### src/rtl/core/pwmasc_pkg.sv
// Shared types and constants for the PWM audio sample conditioner.
// Used by pwmasc_ctrl, pwmasc_dp and the top level; depends on nothing.
`default_nettype none

package pwmasc_pkg;

  // Fixed field widths
  localparam int unsigned SAMPLE_W = 16;
  localparam int unsigned LEVEL_W  = 12;
  localparam int unsigned FADE_W   = 12;
  localparam int unsigned VOL_W    = 7;
  localparam int unsigned RES_W    = 4;
  localparam int unsigned CFG_AW   = 2;
  localparam int unsigned CFG_DW   = 7;

  // Default fade-in ramp length in samples
  localparam int unsigned FADE_LEN_DEF = 800;

  // Divide-by-constant datapath: dividend width, reciprocal width and shift
  localparam int unsigned DIV_W     = 28;
  localparam int unsigned RCP_W     = 29;
  localparam int unsigned DIV_SHIFT = 28;
  localparam int unsigned PROD_W    = DIV_W + RCP_W;

  // Volume divisor and its reciprocal
  localparam logic [RCP_W-1:0] VOL_DIV = RCP_W'(100);
  localparam logic [RCP_W-1:0] RCP_VOL = RCP_W'((64'(1) << DIV_SHIFT) / 100);

  // Offsets for two's complement samples
  localparam logic [15:0] OFS_16 = 16'h7fff;
  localparam logic [7:0]  OFS_8  = 8'h7f;

  // Volume and resolution limits
  localparam logic [VOL_W-1:0] VOL_MAX = VOL_W'(100);
  localparam logic [RES_W-1:0] RES_MIN = RES_W'(8);
  localparam logic [RES_W-1:0] RES_MAX = RES_W'(12);

  // Configuration register indexes
  typedef enum logic [CFG_AW-1:0] {
    CFG_WIDTH16 = 2'd0,
    CFG_SIGNED  = 2'd1,
    CFG_VOLUME  = 2'd2,
    CFG_RES     = 2'd3
  } cfg_idx_t;

  // Commands from controller to datapath
  typedef struct packed {
    logic load;      // capture input word and update fade ramp
    logic mul_vol;   // dividend = sample * volume
    logic mul_fade;  // dividend = sample * fade count
    logic rcp;       // estimate quotient by reciprocal multiply
    logic fix;       // correct quotient, write back to sample
    logic sel_fade;  // divisor is the fade length, else 100
    logic out_load;  // move result into output register
  } ctrl_cmd_t;

  // Status from datapath to controller
  typedef struct packed {
    logic scaled;    // current word is scaled by the fade ramp
    logic out_busy;  // output register holds a word that is not taken this cycle
  } dp_stat_t;

endpackage

`default_nettype wire

### src/rtl/core/pwmasc_ctrl.sv
// Sequencer for the conditioner: steps the shared multiplier through
// volume and fade scaling. Depends on pwmasc_pkg.
`default_nettype none

module pwmasc_ctrl (
  input  wire                     clk,
  input  wire                     rst_n,
  input  wire                     in_valid,
  output logic                    in_stall,
  input  pwmasc_pkg::dp_stat_t    stat,
  output pwmasc_pkg::ctrl_cmd_t   cmd
);
  import pwmasc_pkg::*;

  typedef enum logic [7:0] {
    ST_IDLE = 8'b0000_0001,
    ST_MULV = 8'b0000_0010,
    ST_RCPV = 8'b0000_0100,
    ST_FIXV = 8'b0000_1000,
    ST_MULF = 8'b0001_0000,
    ST_RCPF = 8'b0010_0000,
    ST_FIXF = 8'b0100_0000,
    ST_DONE = 8'b1000_0000
  } state_t;

  state_t state_r, state_nxt;

  // Accept a word only when idle
  assign in_stall = (state_r != ST_IDLE);

  // Next state and commands
  always_comb begin
    state_nxt = state_r;
    cmd       = '0;
    case (state_r)
      ST_IDLE: begin
        if (in_valid) begin
          cmd.load  = 1'b1;
          state_nxt = ST_MULV;
        end
      end
      ST_MULV: begin
        cmd.mul_vol = 1'b1;
        state_nxt   = ST_RCPV;
      end
      ST_RCPV: begin
        cmd.rcp   = 1'b1;
        state_nxt = ST_FIXV;
      end
      ST_FIXV: begin
        cmd.fix   = 1'b1;
        state_nxt = stat.scaled ? ST_MULF : ST_DONE;
      end
      ST_MULF: begin
        cmd.mul_fade = 1'b1;
        state_nxt    = ST_RCPF;
      end
      ST_RCPF: begin
        cmd.rcp      = 1'b1;
        cmd.sel_fade = 1'b1;
        state_nxt    = ST_FIXF;
      end
      ST_FIXF: begin
        cmd.fix      = 1'b1;
        cmd.sel_fade = 1'b1;
        state_nxt    = ST_DONE;
      end
      ST_DONE: begin
        if (!stat.out_busy) begin
          cmd.out_load = 1'b1;
          state_nxt    = ST_IDLE;
        end
      end
      default: begin
        state_nxt = ST_IDLE;
      end
    endcase
  end

  // State register
  always_ff @(posedge clk) begin
    if (!rst_n) begin
      state_r <= ST_IDLE;
    end else begin
      state_r <= state_nxt;
    end
  end

  // An accepted word always starts with the volume multiply
  a_load_then_mulv: assert property (@(posedge clk) disable iff (!rst_n)
    cmd.load |=> (state_r == ST_MULV))
    else $error("accepted word did not start volume scaling");

  // A result is never moved out while the output register is occupied
  a_no_overwrite: assert property (@(posedge clk) disable iff (!rst_n)
    cmd.out_load |-> !stat.out_busy)
    else $error("output register overwritten");

  // Fade steps run only for words the ramp scales
  a_fade_only_scaled: assert property (@(posedge clk) disable iff (!rst_n)
    (state_r == ST_FIXV) && !stat.scaled |=> (state_r == ST_DONE))
    else $error("fade scaling run on an unscaled word");

endmodule

`default_nettype wire

### src/rtl/core/pwmasc_dp.sv
// Datapath for the conditioner: configuration registers, fade ramp state,
// shared multiplier, divide-by-constant correction and output register.
// Depends on pwmasc_pkg.
`default_nettype none

module pwmasc_dp #(
  parameter int unsigned FADE_LEN = pwmasc_pkg::FADE_LEN_DEF
) (
  input  wire                                 clk,
  input  wire                                 rst_n,
  input  wire                                 cfg_we,
  input  wire  [pwmasc_pkg::CFG_AW-1:0]       cfg_addr,
  input  wire  [pwmasc_pkg::CFG_DW-1:0]       cfg_wdata,
  input  wire  [pwmasc_pkg::SAMPLE_W-1:0]     in_sample_bits,
  input  wire                                 in_restart_fade,
  input  wire                                 in_last_in_block,
  input  pwmasc_pkg::ctrl_cmd_t               cmd,
  output pwmasc_pkg::dp_stat_t                stat,
  input  wire                                 out_stall,
  output logic                                out_valid,
  output logic [pwmasc_pkg::LEVEL_W-1:0]      out_pwm_level,
  output logic                                out_fading,
  output logic                                out_last_out
);
  import pwmasc_pkg::*;

  localparam logic [FADE_W-1:0] FADE_LEN_C = FADE_W'(FADE_LEN);
  localparam logic [RCP_W-1:0]  FADE_DIV   = RCP_W'(FADE_LEN);
  localparam logic [RCP_W-1:0]  RCP_FADE   = RCP_W'((64'(1) << DIV_SHIFT) / FADE_LEN);

  // Configuration
  logic                 width16_r;
  logic                 signed_r;
  logic [VOL_W-1:0]     volume_r;
  logic [RES_W-1:0]     res_r;

  // Fade ramp state
  logic [FADE_W-1:0]    fade_count_r, fade_count_nxt;
  logic                 fade_active_r, fade_active_nxt;

  // Working registers
  logic [SAMPLE_W-1:0]  v_r, v_nxt;
  logic [DIV_W-1:0]     x_r, x_nxt;
  logic [DIV_W-1:0]     q_r, q_nxt;
  logic [FADE_W-1:0]    fc_r, fc_nxt;
  logic                 scaled_r, scaled_nxt;
  logic                 last_r, last_nxt;

  // Output register
  logic                 out_valid_r, out_valid_nxt;
  logic [LEVEL_W-1:0]   level_r, level_nxt;
  logic                 fading_r, fading_nxt;
  logic                 last_out_r, last_out_nxt;

  // Shared multiplier operands
  logic [DIV_W-1:0]     mul_a;
  logic [RCP_W-1:0]     mul_b;
  logic [PROD_W-1:0]    prod;
  logic [RCP_W-1:0]     div_d;
  logic [DIV_W-1:0]     rem;
  logic                 rem_ge;

  // Input word after masking and offset
  logic [SAMPLE_W-1:0]  v_in;
  logic                 act_eff;
  logic [FADE_W-1:0]    cnt_eff;
  logic [FADE_W-1:0]    cnt_new;
  logic                 scaled_in;

  // Write configuration, clamping volume and resolution
  always_ff @(posedge clk) begin
    if (!rst_n) begin
      width16_r <= 1'b0;
      signed_r  <= 1'b0;
      volume_r  <= VOL_MAX;
      res_r     <= RES_MIN;
    end else if (cfg_we) begin
      case (cfg_addr)
        CFG_WIDTH16: width16_r <= cfg_wdata[0];
        CFG_SIGNED:  signed_r  <= cfg_wdata[0];
        CFG_VOLUME:  volume_r  <= (cfg_wdata > VOL_MAX) ? VOL_MAX : cfg_wdata;
        CFG_RES: begin
          if (cfg_wdata[RES_W-1:0] < RES_MIN) begin
            res_r <= RES_MIN;
          end else if (cfg_wdata[RES_W-1:0] > RES_MAX) begin
            res_r <= RES_MAX;
          end else begin
            res_r <= cfg_wdata[RES_W-1:0];
          end
        end
        default: begin
        end
      endcase
    end
  end

  // Mask and offset the incoming sample; work out the ramp for it
  always_comb begin
    if (width16_r) begin
      v_in = signed_r ? (in_sample_bits + OFS_16) : in_sample_bits;
    end else begin
      v_in = {8'd0, signed_r ? (in_sample_bits[7:0] + OFS_8) : in_sample_bits[7:0]};
    end
    act_eff   = in_restart_fade | fade_active_r;
    cnt_eff   = in_restart_fade ? '0 : fade_count_r;
    scaled_in = act_eff && (cnt_eff < FADE_LEN_C);
    cnt_new   = scaled_in ? FADE_W'(cnt_eff + 1'b1) : cnt_eff;
  end

  // Pick multiplier operands for the current step
  always_comb begin
    div_d = cmd.sel_fade ? FADE_DIV : VOL_DIV;
    mul_a = '0;
    mul_b = '0;
    if (cmd.mul_vol) begin
      mul_a = DIV_W'(v_r);
      mul_b = RCP_W'(volume_r);
    end else if (cmd.mul_fade) begin
      mul_a = DIV_W'(v_r);
      mul_b = RCP_W'(fc_r);
    end else if (cmd.rcp) begin
      mul_a = x_r;
      mul_b = cmd.sel_fade ? RCP_FADE : RCP_VOL;
    end else if (cmd.fix) begin
      mul_a = q_r;
      mul_b = div_d;
    end
    prod   = PROD_W'(mul_a) * PROD_W'(mul_b);
    rem    = x_r - prod[DIV_W-1:0];
    rem_ge = (RCP_W'(rem) >= div_d);
  end

  // Advance working registers, ramp state and output register
  always_comb begin
    v_nxt           = v_r;
    x_nxt           = x_r;
    q_nxt           = q_r;
    fc_nxt          = fc_r;
    scaled_nxt      = scaled_r;
    last_nxt        = last_r;
    fade_count_nxt  = fade_count_r;
    fade_active_nxt = fade_active_r;
    level_nxt       = level_r;
    fading_nxt      = fading_r;
    last_out_nxt    = last_out_r;
    out_valid_nxt   = out_valid_r && out_stall;

    if (cmd.load) begin
      v_nxt           = v_in;
      fc_nxt          = cnt_eff;
      scaled_nxt      = scaled_in;
      last_nxt        = in_last_in_block;
      fade_count_nxt  = cnt_new;
      fade_active_nxt = act_eff && (cnt_new < FADE_LEN_C);
    end
    if (cmd.mul_vol || cmd.mul_fade) begin
      x_nxt = prod[DIV_W-1:0];
    end
    if (cmd.rcp) begin
      q_nxt = prod[DIV_SHIFT +: DIV_W];
    end
    if (cmd.fix) begin
      v_nxt = SAMPLE_W'(q_r + DIV_W'(rem_ge));
    end
    if (cmd.out_load) begin
      if (width16_r) begin
        level_nxt = LEVEL_W'(v_r >> (5'd16 - {1'b0, res_r}));
      end else begin
        level_nxt = LEVEL_W'({4'd0, v_r[7:0]} << (res_r - RES_MIN));
      end
      fading_nxt    = scaled_r;
      last_out_nxt  = last_r;
      out_valid_nxt = 1'b1;
    end
  end

  // Control state
  always_ff @(posedge clk) begin
    if (!rst_n) begin
      fade_count_r  <= '0;
      fade_active_r <= 1'b0;
      out_valid_r   <= 1'b0;
    end else begin
      fade_count_r  <= fade_count_nxt;
      fade_active_r <= fade_active_nxt;
      out_valid_r   <= out_valid_nxt;
    end
  end

  // Payload registers
  always_ff @(posedge clk) begin
    v_r        <= v_nxt;
    x_r        <= x_nxt;
    q_r        <= q_nxt;
    fc_r       <= fc_nxt;
    scaled_r   <= scaled_nxt;
    last_r     <= last_nxt;
    level_r    <= level_nxt;
    fading_r   <= fading_nxt;
    last_out_r <= last_out_nxt;
  end

  assign stat.scaled   = scaled_r;
  assign stat.out_busy = out_valid_r && out_stall;

  assign out_valid     = out_valid_r;
  assign out_pwm_level = level_r;
  assign out_fading    = fading_r;
  assign out_last_out  = last_out_r;

  // A running ramp never sits at or past its end
  a_ramp_bound: assert property (@(posedge clk) disable iff (!rst_n)
    fade_active_r |-> (fade_count_r < FADE_LEN_C))
    else $error("fade ramp ran past its length");

  // Reciprocal estimate is at most one short, so one correction suffices
  a_rem_bound: assert property (@(posedge clk) disable iff (!rst_n)
    cmd.fix |-> (RCP_W'(rem) < (div_d << 1)))
    else $error("quotient estimate out of correction range");

  // A scaled word always has its ramp position below the length
  a_fc_bound: assert property (@(posedge clk) disable iff (!rst_n)
    cmd.mul_fade |-> (fc_r < FADE_LEN_C))
    else $error("fade factor out of range");

endmodule

`default_nettype wire

### src/rtl/core/pwm_audio_sample_conditioner.sv
// PWM audio sample conditioner: one sample word in, one duty level word out.
// Each word is scaled by volume, then by the fade ramp while it scales, each a
// divide-by-constant on the single shared multiplier; a new word is taken only
// once the last one has moved into the output register. The output register
// lets the next word be taken while a result waits. Synchronous active-low
// reset restores default configuration and clears the ramp and output valid.
`default_nettype none

module pwm_audio_sample_conditioner #(
  parameter int unsigned FADE_LEN = pwmasc_pkg::FADE_LEN_DEF
) (
  input  wire                              clk,
  input  wire                              rst_n,
  input  wire                              cfg_we,
  input  wire  [pwmasc_pkg::CFG_AW-1:0]    cfg_addr,
  input  wire  [pwmasc_pkg::CFG_DW-1:0]    cfg_wdata,
  input  wire                              in_valid,
  output logic                             in_stall,
  input  wire  [pwmasc_pkg::SAMPLE_W-1:0]  in_sample_bits,
  input  wire                              in_restart_fade,
  input  wire                              in_last_in_block,
  output logic                             out_valid,
  input  wire                              out_stall,
  output logic [pwmasc_pkg::LEVEL_W-1:0]   out_pwm_level,
  output logic                             out_fading,
  output logic                             out_last_out
);
  import pwmasc_pkg::*;

  ctrl_cmd_t cmd;
  dp_stat_t  stat;

  // Sequencer
  pwmasc_ctrl u_ctrl (
    .clk      (clk),
    .rst_n    (rst_n),
    .in_valid (in_valid),
    .in_stall (in_stall),
    .stat     (stat),
    .cmd      (cmd)
  );

  // Datapath
  pwmasc_dp #(
    .FADE_LEN (FADE_LEN)
  ) u_dp (
    .clk              (clk),
    .rst_n            (rst_n),
    .cfg_we           (cfg_we),
    .cfg_addr         (cfg_addr),
    .cfg_wdata        (cfg_wdata),
    .in_sample_bits   (in_sample_bits),
    .in_restart_fade  (in_restart_fade),
    .in_last_in_block (in_last_in_block),
    .cmd              (cmd),
    .stat             (stat),
    .out_stall        (out_stall),
    .out_valid        (out_valid),
    .out_pwm_level    (out_pwm_level),
    .out_fading       (out_fading),
    .out_last_out     (out_last_out)
  );

endmodule

`default_nettype wire

### config.mk
export PLATFORM = sky130hd
export DESIGN_NAME = pwm_audio_sample_conditioner
export DESIGN_NICKNAME = d
export VERILOG_FILES = /design/src/rtl/core/pwmasc_pkg.sv /design/src/rtl/core/pwmasc_ctrl.sv /design/src/rtl/core/pwmasc_dp.sv /design/src/rtl/core/pwm_audio_sample_conditioner.sv
export SDC_FILE = /design/constraint.sdc
export NUM_CORES = 2
export LEC_CHECK = 0
export ABC_AREA = 1
export CELL_PAD_IN_SITES_DETAIL_PLACEMENT = 0
export CELL_PAD_IN_SITES_GLOBAL_PLACEMENT = 1
export CORE_MARGIN = 8
export CORE_UTILIZATION = 50
export DETAILED_ROUTE_END_ITERATION = 10
export DONT_BUFFER_PORTS = 1
export PLACE_DENSITY_LB_ADDON = 0.1
export SLEW_MARGIN = 20
export SYNTH_ARGS = -nofsm -noshare
export SYNTH_HDL_FRONTEND = slang
export SYNTH_HIERARCHICAL = 1
export SYNTH_SLANG_ARGS = --single-unit
### constraint.sdc
create_clock -name clk -period 25.3 [get_ports clk]
set_input_delay 1.265 -clock clk [delete_from_list [all_inputs] [get_ports clk]]
set_output_delay 1.265 -clock clk [all_outputs]
set_load 0.03 [all_outputs]
== After elaboration in Yosys (flattened, before gate mapping) ==
Cells that the tools add are included.
Storage, ports and cells
  register bits after elaboration: 135
  logic and storage cells: 97
Operators by class
  add/subtract/negate cells: 7
  $mul: 1
  $lt $le $gt $ge: 6
  equal/unequal tests: 14
  shifts and indexed selects: 2
  mux-type cells: 35
  bitwise operators: 1
  reductions and logical operators: 14
Operators by type and width (count)
  two-way mux 29 bit: 4
  two-way mux 28 bit: 4
  two-way mux 16 bit: 4
  case mux 8 bit (8 select lines): 1
  multiplier 28 x 29 -> 56 bit: 1
  two-way mux 12 bit: 3
  two-way mux 8 bit: 4
  >= comparator 28 x 29 -> 1 bit: 1
  subtractor 28 bit: 1
  less-than comparator 12 x 10 -> 1 bit (second input constant): 2
  two-way mux 22 bit: 1
  adder 16 x 1 -> 16 bit: 1
  adder 16 x 15 -> 16 bit (second input constant): 1
  >> shifter 16 x 5 -> 12 bit: 1
  adder 12 x 1 -> 12 bit (second input constant): 1
  left shift 8 x 4 -> 12 bit: 1
  two-way mux 1 bit: 10
  two-way mux 10 bit: 1
  AND reduction 2 bit: 5
  adder 8 x 7 -> 8 bit (second input constant): 1
  == test 8 x 1 -> 1 bit (second input constant): 1
  == test 8 x 2 -> 1 bit (second input constant): 1
  == test 8 x 3 -> 1 bit (second input constant): 1
  == test 8 x 4 -> 1 bit (second input constant): 1
  21 further kinds: 28

== Depth between registers and ports, before layout ==
  depth after elaboration: 13
  depth in mapped cells: 65

== Cells and area by module ==
Netlist, hierarchy kept.
By module, submodules not included
  pwmasc_dp: instances 1, cells an instance 3243, area each 26400.3 um2
  pwmasc_ctrl: instances 1, cells an instance 79, area each 525.5 um2

== Worst setup path before layout ==
OpenSTA, ideal clock, no wires.
  path kind: reg2reg
  start: reg u_ctrl.state_r[7]
  end: reg u_dp.v_r[14] (data pin)
  arrival time: 10.196 ns
  data required time: 25.039 ns
  setup slack: 14.843 ns
  cell stages (with the launch flop): 59
  path buffers: 2
  cells stage by stage: dfxtp_1 -> inv_2 -> nand2_4 -> nor2_8 -> nand2_1 -> nand2_1 -> buf_2 -> inv_1 -> o21ai_0 -> o221ai_1 -> nand2_1 -> inv_1 -> clkbuf_1 -> nor2_1 -> fa_1 -> fa_1 -> inv_1 -> fa_1 -> [23 not listed] -> nand2_1 -> nand3_1 -> nand3_1 -> nand3_1 -> nor2_1 -> nand3_1 -> ha_1 -> nand2_1 -> nor2_1 -> nand2_1 -> nor2_1 -> nand3_1 -> nor2_1 -> inv_1 -> nor2_1 -> nand2_1 -> o21ai_0 -> o22ai_1
RTL lines
  from (decl): RTL line pwmasc_ctrl.sv:26  | state_t state_r, state_nxt;
  from (signal assigned): RTL line pwmasc_ctrl.sv:85  | state_r <= state_nxt;
  to (signal assigned): RTL line pwmasc_dp.sv:192  | v_r <= v_nxt;
  to (decl): RTL line pwmasc_dp.sv:42  | logic [SAMPLE_W-1:0] v_r, v_nxt;

==> metrics.txt <==
#FFs+latches synth around 130; Worst EP arrival approximately 13000 ps; Startpoint Class flip-flop; Die Area approximately 62000 um^2; Synth async-reset ratio 0%; post-CTS repair timing setup buffer count 0; diode count 0; Reg area 3613 um^2; DRC violations left 0; maximum VDD drop 0.04334 mV; crit-path most repeated cell inv_1; Core Region 53500 um^2; Hold-fix buffers, CTS 0; share of cells above drive strength 1 slightly above 4%; Compound-Gate Fraction of Synth Area ~7.6%; power per cell area 21.44 nW/um^2; P&R area growth vs syn 5.265%; slew of the pin with the lowest slew margin ~1100 ps; delay-heaviest family, CP adder cells; largest area contributor in the netlist fa_1; Total Wirelength 83.10 mm; Clock Pin Slew Worst Setup and Hold Paths roughly 70 ps; setup TNS 0 ps; H-tree depth 4; die extent in x 248.1 um; Post-synth EDFFs 97; final worst setup slack around 12000 ps; Syn Std Cell Area between 20000 and 30000 um^2; Util after Layout 52.98%; Iter 0 DRT Violations 1820; Mapped Avg Cell Area 8.105 um^2; min Tclk post-route approximately 13000 ps; crit-path max FO 45; f_max between 70 and 80 MHz; Fin. Hold Viols 0; Final Setup Violations 0; via/cell ratio 5.351; Fillers 5292; CP Capture Type flip-flop; fin cells slightly above 4000; clk buf depth 2; CTS buffer count 17; total track usage 28.05%; Cells after Synth 3322; sequential share of the synthesized area 13.42%; area share of fa/ha/maj cells after synthesis 46.25%; drt pass-1 iters 6; Clk Latency, worst-skew pair about 440 ps; CTS tree done; max incr delay on CP 810 ps; Maximum Capacitance Violations 0; number of core rows 85; area share of and/or/nand/nor cells after synthesis between 10% and 20%; Synth area leaders fa_1 34%, ha_1 12%, inv_1 12%, edfxtp_1 11%, nand2_1 7.9%; Final Cycle Share 51.77%; first-pass GRT wire length 131.0 mm; initial antenna violation count 0; Slew Limit Headroom 24.68%; Final nets ~4000; Syn. warnings 6; Clock Skew 11.71 ps; vias in the first global route 22670; CP bufs+invs 13; largest family of logic cells by synthesized area adder cells; Final HPWL DP between 70 and 80 mm; post-synthesis cell type count 58; RSZ-0062 raised after global routing no; Place WS around 12000 ps; critical path required time 25480 ps; DR vias between 20000 and 25000; Post-CTS Resized 0; hold_ws 421.7 ps; largest net degree at the start of global routing 53; detailed-route wire length per cell 20.62 um; gr ovfl total 0; placed cells 3997; io pins 48; Initial Utilization roughly half; Detail Route Antenna Nets 0; Leakage around 15 nW; ys flop type edfxtp_1; input/output buffers 0; multiplexer area fraction after synthesis less than 1%; status complete, no violations; clock net sink count roughly 130; Max Slew Vio Count 0; slowest CP cell a21oi_1; post-synth top area share around a third; synthesized-area fraction occupied by xor and xnor cells under 10%; area of the multi-input gates 19940 um^2; critical path class reg -> reg; Die Height about 250 um; Min-Delay Path Class reg -> reg; Root Driver clkbuf_16; GPL Wtd Cong 0.9541
[stage by stage]
| step | total power [W] | cell area, um^2 |
|---|---|---|
| final | 0.0006077 | 28340 |
| after global routing | 0.0006351 | 28340 |
| after CTS | 0.0006123 | 28340 |
| after detailed placement | 0.0003754 | 27800 |
| after global placement | 0.0003750 | 27790 |
| after floorplan | 0.0003368 | 26970 |
[logic make-up after synthesis]
group,Yosys count
adders and majority gates,717
other,2
AOI/OAI and AO/OA,346
muxes,4
xor gates and xnor gates,66
DFF,132
buffers and inverters,908
and+or+nand+nor,1147
[routing by layer]
metal	GRT usage, %	up-vias	wire (um)
li1	-	10110	-
met1	37.46	10760	35690
met2	47.85	577	40680
met3	3.838	113	4521
met4	7.123	0	2202
met5	0	-	0
[worst paths after layout]
kind                                  start                     endpoint  slack, ps  cells past startpoint
max reg2reg  u_ctrl/state_r[7]$_SDFFE_PN0P_       u_dp/v_r[14]$_DFFE_PP_      12200                     57
min                   u_dp/last_r$_DFFE_PP_  u_dp/out_last_out$_DFFE_PP_        420                      0
min reg2reg           u_dp/last_r$_DFFE_PP_  u_dp/out_last_out$_DFFE_PP_        420                      0
max          u_ctrl/state_r[7]$_SDFFE_PN0P_       u_dp/v_r[14]$_DFFE_PP_      12200                     57
[cell usage in the layout, fill, tap and decap left out, drive strengths merged, types with 4 or more instances in the layout]
cell | netlist | final
clkinv | 12 | 15
xor2 | 37 | 37
o221ai | 8 | 8
inv | 838 | 849
xnor2 | 29 | 29
dfxtp | 35 | 35
conb | 2 | 15
edfxtp | 97 | 97
nor2 | 388 | 388
o21ai | 117 | 117
mux2i | 4 | 4
a22oi | 13 | 13
nand3 | 97 | 97
buf | 14 | 24
o21a | 7 | 7
nor3 | 29 | 29
fa | 464 | 464
nand2 | 598 | 598
o211ai | 10 | 10
a21oi | 129 | 129
ha | 253 | 253
o22ai | 7 | 7
clkbuf | 44 | 18
a31oi | 17 | 17
nand4 | 18 | 18
nor4 | 5 | 5
a221oi | 17 | 17
[where the power goes]
group	total [W]	switching (W)	internal (W)
logic	0.000122	0.0000858	0.0000366
clock network	0.000236	0.000107	0.000128
registers	0.000249	0.00000734	0.000242
[cell usage after synthesis (3+ instances only)]
master and instances:
o21ai_0 111, inv_1 827, nor2_1 377, clkinv_1 12
o21a_1 7, nor3b_1 3, xnor2_1 29, mux2i_1 4
ha_1 253, buf_2 10, nand2_4 6, o211ai_1 10
o221ai_1 8, a31oi_1 17, a221oi_1 17, a21oi_2 8
a21oi_1 121, inv_2 11, or2_2 3, nor3_1 27
nor2_2 8, nand4_1 18, a21o_1 3, nand3_1 91
nand2_1 570, a22oi_1 13, nand3_2 6, dfxtp_1 35
a32o_1 3, o21ai_1 4, xor2_1 37, edfxtp_1 97
nand3b_1 3, nand2_2 22, fa_1 464, nor4_1 5
clkbuf_1 44, o22ai_1 7
[state kept, by name, indices dropped and copies added (netlist names)]
name,flops
u_ctrl/state_r,8
u_dp/fade_active_r,1
u_dp/fade_count_r,12
u_dp/fc_r,12
u_dp/last_r,1
u_dp/out_fading,1
u_dp/out_last_out,1
u_dp/out_pwm_level,12
u_dp/out_valid,1
u_dp/q_r,25
u_dp/res_r,4
u_dp/scaled_r,1
u_dp/signed_r,1
u_dp/v_r,16
u_dp/volume_r,7
u_dp/width16_r,1
u_dp/x_r,28
[layout make-up]
type	count	share of cell area (%)
clock buffer	18	1.514
clock inverter	14	0.4061
inverter	850	11.26
multi-input combinational	2295	70.37
sequential	132	12.75
tap	696	3.072
timing repair buffer	24	0.6357
Note: power is estimated with default switching activity, not from simulation.
